===== config.mk =====
export PLATFORM = sky130hd
export DESIGN_NAME = totp_code_generator_unit
export DESIGN_NICKNAME = d
export VERILOG_FILES = /design/src/rtl/totp_pkg.sv /design/src/rtl/totp_sha1_core.sv /design/src/rtl/totp_code_generator_unit.sv
export SDC_FILE = /design/constraint.sdc
export NUM_CORES = 2
export LEC_CHECK = 0
export BUFFER_PORTS_ARGS = -buffer_cell sky130_fd_sc_hd__buf_2
export CELL_PAD_IN_SITES_DETAIL_PLACEMENT = 0
export CELL_PAD_IN_SITES_GLOBAL_PLACEMENT = 1
export CORE_AREA = 5 5 439 441
export DETAILED_ROUTE_END_ITERATION = 16
export DIE_AREA = 0 0 444 446
export GPL_TIMING_DRIVEN = 0
export PLACE_DENSITY_LB_ADDON = 0.3
export SYNTH_ARGS = -nofsm -noshare
export SYNTH_HDL_FRONTEND = slang
export SYNTH_SLANG_ARGS = --single-unit
export TNS_END_PERCENT = 5

===== constraint.sdc =====
create_clock -name clk -period 40.8 [get_ports clk]
set_input_delay 4.08 -clock clk [delete_from_list [all_inputs] [get_ports clk]]
set_output_delay 4.08 -clock clk [all_outputs]
set_load 0.01 [all_outputs]

===== src/rtl/totp_pkg.sv =====
// ----------------------------------------------------------------------------
// TOTP package
// Shared constants and helpers for the TOTP code generator.
// ----------------------------------------------------------------------------
package totp_pkg;

  localparam int KeyW = 160;

  localparam logic [2:0] CfgKeyHigh   = 3'd0;
  localparam logic [2:0] CfgKeyMiddle = 3'd1;
  localparam logic [2:0] CfgKeyLow    = 3'd2;
  localparam logic [2:0] CfgDigits    = 3'd3;
  localparam logic [2:0] CfgStep      = 3'd4;

  localparam logic [159:0] Sha1Init =
    160'h67452301_EFCDAB89_98BADCFE_10325476_C3D2E1F0;

  function automatic logic [31:0] round_k(input logic [6:0] r);
    logic [31:0] k;
    begin
      if (r < 7'd20) k = 32'h5A827999;
      else if (r < 7'd40) k = 32'h6ED9EBA1;
      else if (r < 7'd60) k = 32'h8F1BBCDC;
      else k = 32'hCA62C1D6;
      return k;
    end
  endfunction

  function automatic logic [31:0] round_f(input logic [6:0] r, input logic [31:0] b,
                                          input logic [31:0] c, input logic [31:0] d);
    logic [31:0] f;
    begin
      if (r < 7'd20) f = (b & c) | (~b & d);
      else if (r < 7'd40) f = b ^ c ^ d;
      else if (r < 7'd60) f = (b & c) | (b & d) | (c & d);
      else f = b ^ c ^ d;
      return f;
    end
  endfunction

  function automatic logic [29:0] pow10(input logic [3:0] n);
    logic [29:0] p;
    begin
      unique case (n)
        4'd0: p = 30'd1;
        4'd1: p = 30'd10;
        4'd2: p = 30'd100;
        4'd3: p = 30'd1000;
        4'd4: p = 30'd10000;
        4'd5: p = 30'd100000;
        4'd6: p = 30'd1000000;
        4'd7: p = 30'd10000000;
        4'd8: p = 30'd100000000;
        default: p = 30'd1000000000;
      endcase
      return p;
    end
  endfunction

endpackage


===== src/rtl/totp_sha1_core.sv =====
// ----------------------------------------------------------------------------
// TOTP SHA-1 compression core
// Runs one SHA-1 compression, one round per cycle, over a 16-word window.
// ----------------------------------------------------------------------------
module totp_sha1_core (
  input  logic         clk,
  input  logic         rst_n,
  input  logic         start,
  input  logic [159:0] h_in,
  input  logic [511:0] blk,
  output logic         done,
  output logic [159:0] h_out
);
  import totp_pkg::*;

  logic [31:0]  w_r [16];
  logic [31:0]  w_nxt [16];
  logic [31:0]  a_r, b_r, c_r, d_r, e_r;
  logic [159:0] h_r;
  logic [6:0]   rnd_r;
  logic         busy_r;
  logic         done_r;
  logic [31:0]  wt, wn, t;

  assign wt = w_r[0];
  assign wn = {w_r[13] ^ w_r[8] ^ w_r[2] ^ w_r[0]} << 1
              | {31'd0, w_r[13][31] ^ w_r[8][31] ^ w_r[2][31] ^ w_r[0][31]};
  assign t = {a_r[26:0], a_r[31:27]} + round_f(rnd_r, b_r, c_r, d_r) + e_r
             + round_k(rnd_r) + wt;

  always_comb begin
    for (int i = 0; i < 15; i++) w_nxt[i] = w_r[i + 1];
    w_nxt[15] = wn;
  end

  always_ff @(posedge clk) begin
    if (!rst_n) begin
      busy_r <= 1'b0;
      done_r <= 1'b0;
      rnd_r  <= 7'd0;
    end else begin
      done_r <= 1'b0;
      if (start) begin
        busy_r <= 1'b1;
        rnd_r  <= 7'd0;
        h_r    <= h_in;
        {a_r, b_r, c_r, d_r, e_r} <= h_in;
        for (int i = 0; i < 16; i++) w_r[i] <= blk[511 - 32*i -: 32];
      end else if (busy_r) begin
        for (int i = 0; i < 16; i++) w_r[i] <= w_nxt[i];
        e_r <= d_r;
        d_r <= c_r;
        c_r <= {b_r[1:0], b_r[31:2]};
        b_r <= a_r;
        a_r <= t;
        if (rnd_r == 7'd79) begin
          busy_r <= 1'b0;
          done_r <= 1'b1;
        end
        rnd_r <= rnd_r + 7'd1;
      end
    end
  end

  assign done  = done_r;
  assign h_out = {h_r[159:128] + a_r, h_r[127:96] + b_r, h_r[95:64] + c_r,
                  h_r[63:32] + d_r, h_r[31:0] + e_r};
endmodule


===== src/rtl/totp_code_generator_unit.sv =====
// ----------------------------------------------------------------------------
// TOTP code generator
// Divides the time by the step, runs HMAC-SHA1 and truncates to a password.
// Each beat passes through the divide steps, four compressions in the shared
// SHA-1 core, the modulo steps and the output state. A zero step skips the
// divide steps; an excess digit count goes straight to the output.
// One beat is processed at a time; in_tready is low until the result is taken,
// so a new beat is taken only after the last result has been accepted.
// Reset is synchronous and active low; configuration returns to its defaults.
// ----------------------------------------------------------------------------
module totp_code_generator_unit #(
  parameter int DIGIT_LIMIT = 8
) (
  input  logic        clk,
  input  logic        rst_n,
  input  logic        in_tvalid,
  output logic        in_tready,
  input  logic [63:0] in_tdata,   // unix_time[62:0], zero pad
  output logic        out_tvalid,
  input  logic        out_tready,
  output logic [31:0] out_tdata,  // otp_code[26:0], zero pad
  input  logic        cfg_we,
  input  logic [2:0]  cfg_index,
  input  logic [63:0] cfg_data
);
  import totp_pkg::*;

  localparam logic [3:0] S_IDLE = 4'd0, S_DIV = 4'd1, S_H1 = 4'd2, S_H2 = 4'd3,
                         S_H3 = 4'd4, S_H4 = 4'd5, S_MOD = 4'd6, S_OUT = 4'd7,
                         S_W1 = 4'd8, S_W2 = 4'd9, S_W3 = 4'd10, S_W4 = 4'd11;

  logic [63:0]  key_high_r, key_middle_r;
  logic [31:0]  key_low_r, step_r;
  logic [3:0]   digits_r;
  logic [3:0]   state_r;
  logic [62:0]  num_r;
  logic [63:0]  quo_r;
  logic [32:0]  rem_r;
  logic [6:0]   cnt_r;
  logic [159:0] inner_r, ih_r, oh_r, dig_r;
  logic [31:0]  s_r;
  logic [29:0]  mrem_r, mod_r;
  logic [29:0]  mrem_nxt;
  logic [26:0]  code_r;
  logic         sha_start;
  logic [159:0] sha_hin, sha_hout;
  logic [511:0] sha_blk, kpad;
  logic         sha_done;
  logic [32:0]  rsh;
  logic [30:0]  mrsh;
  logic [3:0]   off;
  logic [159:0] shd;
  logic         bad_digits;

  assign kpad = {key_high_r, key_middle_r, key_low_r, 352'd0};
  assign rsh  = {rem_r[31:0], num_r[62]};
  assign mrsh = {mrem_r, s_r[30]};
  assign mrem_nxt = ({1'b0, mrsh} >= {2'b0, mod_r}) ? 30'(mrsh - {1'b0, mod_r})
                                                     : mrsh[29:0];
  assign off  = dig_r[3:0];
  assign shd  = dig_r << {off, 3'b000};
  assign bad_digits = ({28'd0, digits_r} > DIGIT_LIMIT) || (digits_r > 4'd9);

  always_comb begin
    sha_start = 1'b0;
    sha_hin   = Sha1Init;
    sha_blk   = kpad ^ {64{8'h36}};
    unique case (state_r)
      S_H1: sha_start = 1'b1;
      S_H2: begin
        sha_start = 1'b1;
        sha_hin   = ih_r;
        sha_blk   = {quo_r, 8'h80, 376'd0, 64'd576};
      end
      S_H3: begin
        sha_start = 1'b1;
        sha_blk   = kpad ^ {64{8'h5C}};
      end
      S_H4: begin
        sha_start = 1'b1;
        sha_hin   = oh_r;
        sha_blk   = {inner_r, 8'h80, 280'd0, 64'd672};
      end
      default: sha_start = 1'b0;
    endcase
  end

  totp_sha1_core u_sha (
    .clk(clk), .rst_n(rst_n), .start(sha_start), .h_in(sha_hin), .blk(sha_blk),
    .done(sha_done), .h_out(sha_hout)
  );

  always_ff @(posedge clk) begin
    if (!rst_n) begin
      state_r      <= S_IDLE;
      key_high_r   <= 64'd0;
      key_middle_r <= 64'd0;
      key_low_r    <= 32'd0;
      digits_r     <= 4'd6;
      step_r       <= 32'd30;
    end else begin
      if (cfg_we) begin
        unique case (cfg_index)
          CfgKeyHigh:   key_high_r   <= cfg_data;
          CfgKeyMiddle: key_middle_r <= cfg_data;
          CfgKeyLow:    key_low_r    <= cfg_data[31:0];
          CfgDigits:    digits_r     <= cfg_data[3:0];
          CfgStep:      step_r       <= cfg_data[31:0];
          default: ;
        endcase
      end
      unique case (state_r)
        S_IDLE: if (in_tvalid) begin
          if (bad_digits) begin
            code_r  <= 27'd0;
            state_r <= S_OUT;
          end else begin
            num_r   <= in_tdata[62:0];
            quo_r   <= 64'd0;
            rem_r   <= 33'd0;
            cnt_r   <= 7'd0;
            state_r <= S_DIV;
          end
        end
        S_DIV: begin
          if (step_r == 32'd0) begin
            quo_r   <= '1;
            state_r <= S_H1;
          end else begin
            num_r <= {num_r[61:0], 1'b0};
            if (rsh >= {1'b0, step_r}) begin
              rem_r <= rsh - {1'b0, step_r};
              quo_r <= {quo_r[62:0], 1'b1};
            end else begin
              rem_r <= rsh;
              quo_r <= {quo_r[62:0], 1'b0};
            end
            cnt_r <= cnt_r + 7'd1;
            if (cnt_r == 7'd62) state_r <= S_H1;
          end
        end
        S_H1: state_r <= S_W1;
        S_W1: if (sha_done) begin ih_r <= sha_hout; state_r <= S_H2; end
        S_H2: state_r <= S_W2;
        S_W2: if (sha_done) begin inner_r <= sha_hout; state_r <= S_H3; end
        S_H3: state_r <= S_W3;
        S_W3: if (sha_done) begin oh_r <= sha_hout; state_r <= S_H4; end
        S_H4: state_r <= S_W4;
        S_W4: if (sha_done) begin dig_r <= sha_hout; state_r <= S_MOD; cnt_r <= 7'd0; end
        S_MOD: begin
          if (cnt_r == 7'd0) begin
            s_r    <= {1'b0, shd[158:128]};
            mrem_r <= 30'd0;
            mod_r  <= pow10(digits_r);
            cnt_r  <= 7'd1;
          end else begin
            s_r    <= {s_r[30:0], 1'b0};
            mrem_r <= mrem_nxt;
            cnt_r  <= cnt_r + 7'd1;
            if (cnt_r == 7'd31) begin
              code_r  <= mrem_nxt[26:0];
              state_r <= S_OUT;
            end
          end
        end
        S_OUT: if (out_tready) state_r <= S_IDLE;
        default: state_r <= S_IDLE;
      endcase
    end
  end

  assign in_tready  = (state_r == S_IDLE);
  assign out_tvalid = (state_r == S_OUT);
  assign out_tdata  = {5'd0, code_r};
endmodule


# Yosys cells after proc, flatten, opt, wreduce, memory -nomap -nowiden
# Memory sizes are Yosys's and may differ from the RTL's. A register that Yosys moved wholly into a read port is not among the register bits.
# Cells that the tools add are included.
[op_classes]
n_addsub = 13
n_lt_le_gt_ge = 7
eq_ne = 30
n_shift = 1
n_mux = 85
bitwise_logic = 37
n_reduce_logical = 30
[ops]
columns = ["op", "n"]
rows = [
  ["case mux 512 bit (3 select lines)", 1],
  ["2-to-1 mux 32 bit", 35],
  ["inverter 256 bit", 2],
  ["case mux 160 bit (2 select lines)", 1],
  ["adder 32 bit", 9],
  ["2-to-1 mux 64 bit", 3],
  ["2-to-1 mux 63 bit", 3],
  ["<< shifter 160 x 7 -> 159 bit", 1],
  ["bitwise AND 32 bit", 4],
  ["case mux 64 bit (2 select lines)", 1],
  ["case mux 63 bit (2 select lines)", 1],
  ["2-to-1 mux 27 bit", 4],
  ["bitwise OR 32 bit", 3],
  ["XOR 31 bit", 3],
  ["case mux 32 bit (2 select lines)", 1],
  ["XOR 32 bit", 2],
  ["2-to-1 mux 31 bit", 2],
  ["case mux 27 bit (2 select lines)", 1],
  ["case mux 4 bit (12 select lines)", 1],
  ["2-to-1 mux 4 bit", 10],
  ["2-to-1 mux 7 bit", 5],
  ["greater-or-equal comparator 33 x 32 -> 1 bit", 1],
  ["zero test 32 bit", 1],
  ["inverter 32 bit", 1],
  ["other kinds (43)", 107],
]
[totals]
reg_bits = 1423
mem_bits_rw = 512
rom_bits = 480
input_bits = 136
out_inout_bits = 34
word_cells = 232
mem_count = 2
[mem_list]
columns = ["name", "depth", "width", "rd", "rd_clocked_by_memory_dff", "write_ports", "line", "source"]
rows = [
  ["u_sha.w_r", 16, 32, 16, 0, 16, "totp_sha1_core.sv:16", "logic [31:0] w_r [16];"],
  ["(name not given)", 16, 30, 1, 1, 0, "totp_pkg.sv:44", "unique case (n)"],
]

# Depth between registers and ports, before layout
[logic_depth]
word_depth = 12
ltp_mapped = 25
mapped_depth_nobuf = 23

# By module
# From an unflattened synthesis, not the netlist that was laid out.
[unflattened]
hier_cells = 7510
hier_area_um2 = 96052.1
[modules_own_cells]
columns = ["module", "n_inst", "cells_each", "area_per_inst_um2", "seq_area_each_um2"]
rows = [
  ["totp_code_generator_unit", 1, 4055, 49279.8, 31390.1],
  ["totp_sha1_core", 1, 3455, 46772.4, 25164.1],
]

# Worst setup path after synthesis
# Ideal clock, no wire load.
[synth_timing]
kind = "input-to-reg"
start = "input port rst_n"
end = "register inner_r[0] (enable)"
setup_time_ns = 0.909
arrival_time_ns = 16.367
required_ns = 39.891
setup_slack_ns = 23.524
path_stages = 4
path_buffers = 2
path_cell_list = "clkbuf_1 > clkbuf_1 > nand3_1 > nor3b_1"
[synth_between]
elab_chain_len = 1
[synth_lines]
columns = ["item", "line", "source"]
rows = [
  ["start: declaration", "totp_code_generator_unit.sv:15", "input logic rst_n,"],
  ["AND reduction 3 bit (no source line)", "n/a", ""],
  ["end signal: assignment", "totp_code_generator_unit.sv:145", "S_W2: if (sha_done) begin inner_r <= sha_hout; state_r <= S_H3; end"],
  ["end: declaration", "totp_code_generator_unit.sv:40", "logic [159:0] inner_r, ih_r, oh_r, dig_r;"],
]
# Every way passes these cells.
# A chain may end at the register's enable or synchronous reset.

# Final worst setup path
[layout_timing]
start = "input port rst_n"
end = "register inner_r[145] (enable)"
# The elaborated chain is that of the path after synthesis.

==> impl_metrics.py <==
metrics = {
    "cts": {
        "clk_path_buf_depth": 3,
        "postCtsResizedCells": 0,
        "clkSlewWorstSetupHoldPaths_ps": 60,
        "clock-root-buffer": "clkbuf_16",
        "postCtsHoldBufs": 0,
        "insertion_delay_ps": 900,
        "cts.sinks": 1953,
        "htreeDepth": 4,
        "numCtsBuffers": 205,
        "cts_tree": "yes",
        "cts_setup_buffers": 0,
    },
    "synthesis": {
        "synth.area.top_cells": "edfxtp_1 (56%), dfxtp_1 (4.5%), nand2_1 (4.4%)",
        "muxShareOfSynthArea_pct": 3.32,
        "netlist_instances": 7776,
        "synth_cell_types": 91,
        "yosys.area_share.simple_pct": 10.2,
        "synth_compound_area_share_pct": 13.5,
        "synth_flop_cell": "edfxtp_1",
        "synth_top_family_by_area": "compound AO/OA/AOI/OAI gates",
        "yosys.area.top_type": "edfxtp_1",
        "yosysWarnings": 0,
        "synth-xor-area-share_pct": 3.09,
        "synth-adder-area-share_pct": 6.22,
        "synth.top_cell.area_share_pct": 56.1,
        "synthArstFlopShare_pct": 0,
        "synth_edf_count": 1744,
        "synth.avg_cell_area_um2": 12.0,
        "syn_area_um2": 93400,
        "synth-seq-area-share_pct": 60.5,
        "ys_ff_latch": 1953,
    },
    "floorplan": {
        "die_w_um": 444,
        "core_um2": 189000,
        "fp-row-count": 160,
        "die_area_um2": 198000,
        "fp.dieH_um": 446,
        "io-pin-count": 170,
        "initial_core_util_pct": 49.5,
    },
    "critical_path": {
        "cp-end-kind": "register",
        "crit_arrival_ps": 9270,
        "crit_type": "in2reg",
        "start_kind": "input pin",
        "cp.required_ps": 41380,
        "worst-path-max-fanout": 13,
        "r2r_setup_slack_ps": 32420,
    },
    "place": {
        "port-buffer-count": 163,
        "gp_congestion": 1.01,
        "place_ws_ps": 31360,
        "dp.cells": 10500,
        "hpwl_mm": 274,
    },
    "sta": {
        "finalSetupViolCount": 0,
        "finClkSkew_ps": 55.6,
        "layout_min_cycle_time_ps": 8690,
        "rsz0062_at_grt": "false",
        "tightest_slew_ps": 1720,
        "slew_headroom_pct": -14.7,
        "maxSlewViolCount": 67,
        "hold_violations": 0,
        "fin_tns_setup_ps": 0,
        "period_share_pct": 21.3,
        "finalWorstSetupSlack_ps": 32110,
        "timing.fmax_ghz": 0.115,
    },
    "layout": {
        "final-seq-area_um2": 56600,
        "nets": 8742,
        "mostFrequentLayoutCell": "edfxtp_1",
        "drive_gt1_share_pct": 8.78,
        "area_delta_synth_final_pct": 13.2,
        "multi_input_area_um2": 34100,
        "final_cell_mix": "edfxtp_1 (1744), nand2_1 (1088), nor2_1 (726)",
        "n_fill_cell": 15800,
        "layout.cells.non_filler": 10900,
    },
    "pwr": {
        "p_per_area_nw_per_um2": 85.0,
        "vdd_ir_drop_max_uv": 110,
        "power.leakage_nw": 38.2,
    },
    "global_routing": {
        "grt_max_degree": 73,
        "grt_pass1_wl_mm": 478,
        "antenna_found_initial": 49,
        "grt_pass1_vias": 63400,
        "overflow": 0,
        "grt_use_total_pct": 34.4,
    },
    "drt": {
        "firstDrtPassIters": 9,
        "final_antenna_net_count": 0,
        "wire_per_inst_um": 31.8,
        "viasPerCell": 6.17,
        "num_vias": 67400,
        "wl_mm": 348,
        "drc": 0,
        "first_iter_violations": 8900,
    },
    "run_status": {
        "status": "complete, but fails checks",
        "failed_checks": "capacitance limit, slew limit",
    },
    "hold_path": {
        "hp-class": "reg2reg",
    },
    "flow_run": {
        "max_cap_violations": 13,
    },
}
logic make-up after synthesis:
family / count (synthesis)
mux: 210
buf+inv: 774
xor+xnor: 330
compound gates: 1850
other cells: 1
simple gates: 2266
fa+ha+maj: 392
flops: 1953
registers in the layout (all words and copies together), names as in the netlist, 63 cells and up:
name and count:
key_middle_r 64, u_sha.w_r 512, num_r 63, inner_r 160
oh_r 160, u_sha.h_r 160, dig_r 155, quo_r 64
key_high_r 64, ih_r 160
per-layer routing:
layer | vias to the layer above | routed length [um] | GRT usage, %
li1 | 29200 | - | -
met3 | 839 | 34600 | 7.03
met4 | 8 | 27200 | 21.6
met2 | 3675 | 154000 | 52.8
met5 | - | 58 | 0
met1 | 33700 | 131000 | 44.9
path summary, 6_finish.rpt:
check	endpoint	start	cells past startpoint
worst max register to register	u_sha.a_r[29]	u_sha.rnd_r[5]	25
worst max-delay path	inner_r[145]	rst_n	13
worst min register to register	mod_r[24]	digits_r[3]	0
worst min-delay path	mod_r[24]	digits_r[3]	0
critical path, cell delays in order:
cell and delay [ps]:
buf_2 230, clkbuf_1 710, clkbuf_1 1140, nand3_1 560
nor3b_2 900, buf_6 260, buf_6 180, buf_6 190
buf_6 200, buf_6 200, buf_6 190, buf_6 180
buf_6 190
cell usage after synthesis (all sizes together) (121+ instances only):
cell,number
a21boi,203
a21o,236
a21oi,436
a22oi,140
clkbuf,349
dfxtp,209
edfxtp,1744
fa,121
ha,271
inv,371
nand2,1088
nor2,731
o21ai,295
xnor2,213
report_power, final:
group          switching (W)  internal (W)
sequential          0.000286       0.00294
clock               0.000836       0.00113
combinational        0.00251       0.00129
total                0.00363       0.00536
stage by stage:
stage / instance area (um^2) / hold slack (ps) / total power, W / utilization (%)
3_3_place_gp: 97400 / 413 / 0.00703 / 51.6
2_1_floorplan: 93400 / 406 / 0.00560 / -
3_5_place_dp: 98600 / 428 / 0.00694 / 52.2
5_1_grt: 106000 / 457 / 0.00939 / 56.0
6_report: 106000 / 442 / 0.00899 / 56.0
4_1_cts: 106000 / 442 / 0.00891 / 56.0
layout make-up:
| type | instances | share of cell area (%) |
|---|---|---|
| timing repair buffer | 227 | 1.80 |
| inverter | 373 | 1.32 |
| sequential | 1953 | 53.5 |
| clock inverter | 129 | 1.47 |
| multi-input combinational | 5053 | 32.3 |
| buffer | 401 | 1.47 |
| antenna | 18 | 0.0426 |
| clock buffer | 258 | 5.18 |
| tap | 2511 | 2.97 |
No activity file was read; power rests on OpenSTA's default activity.
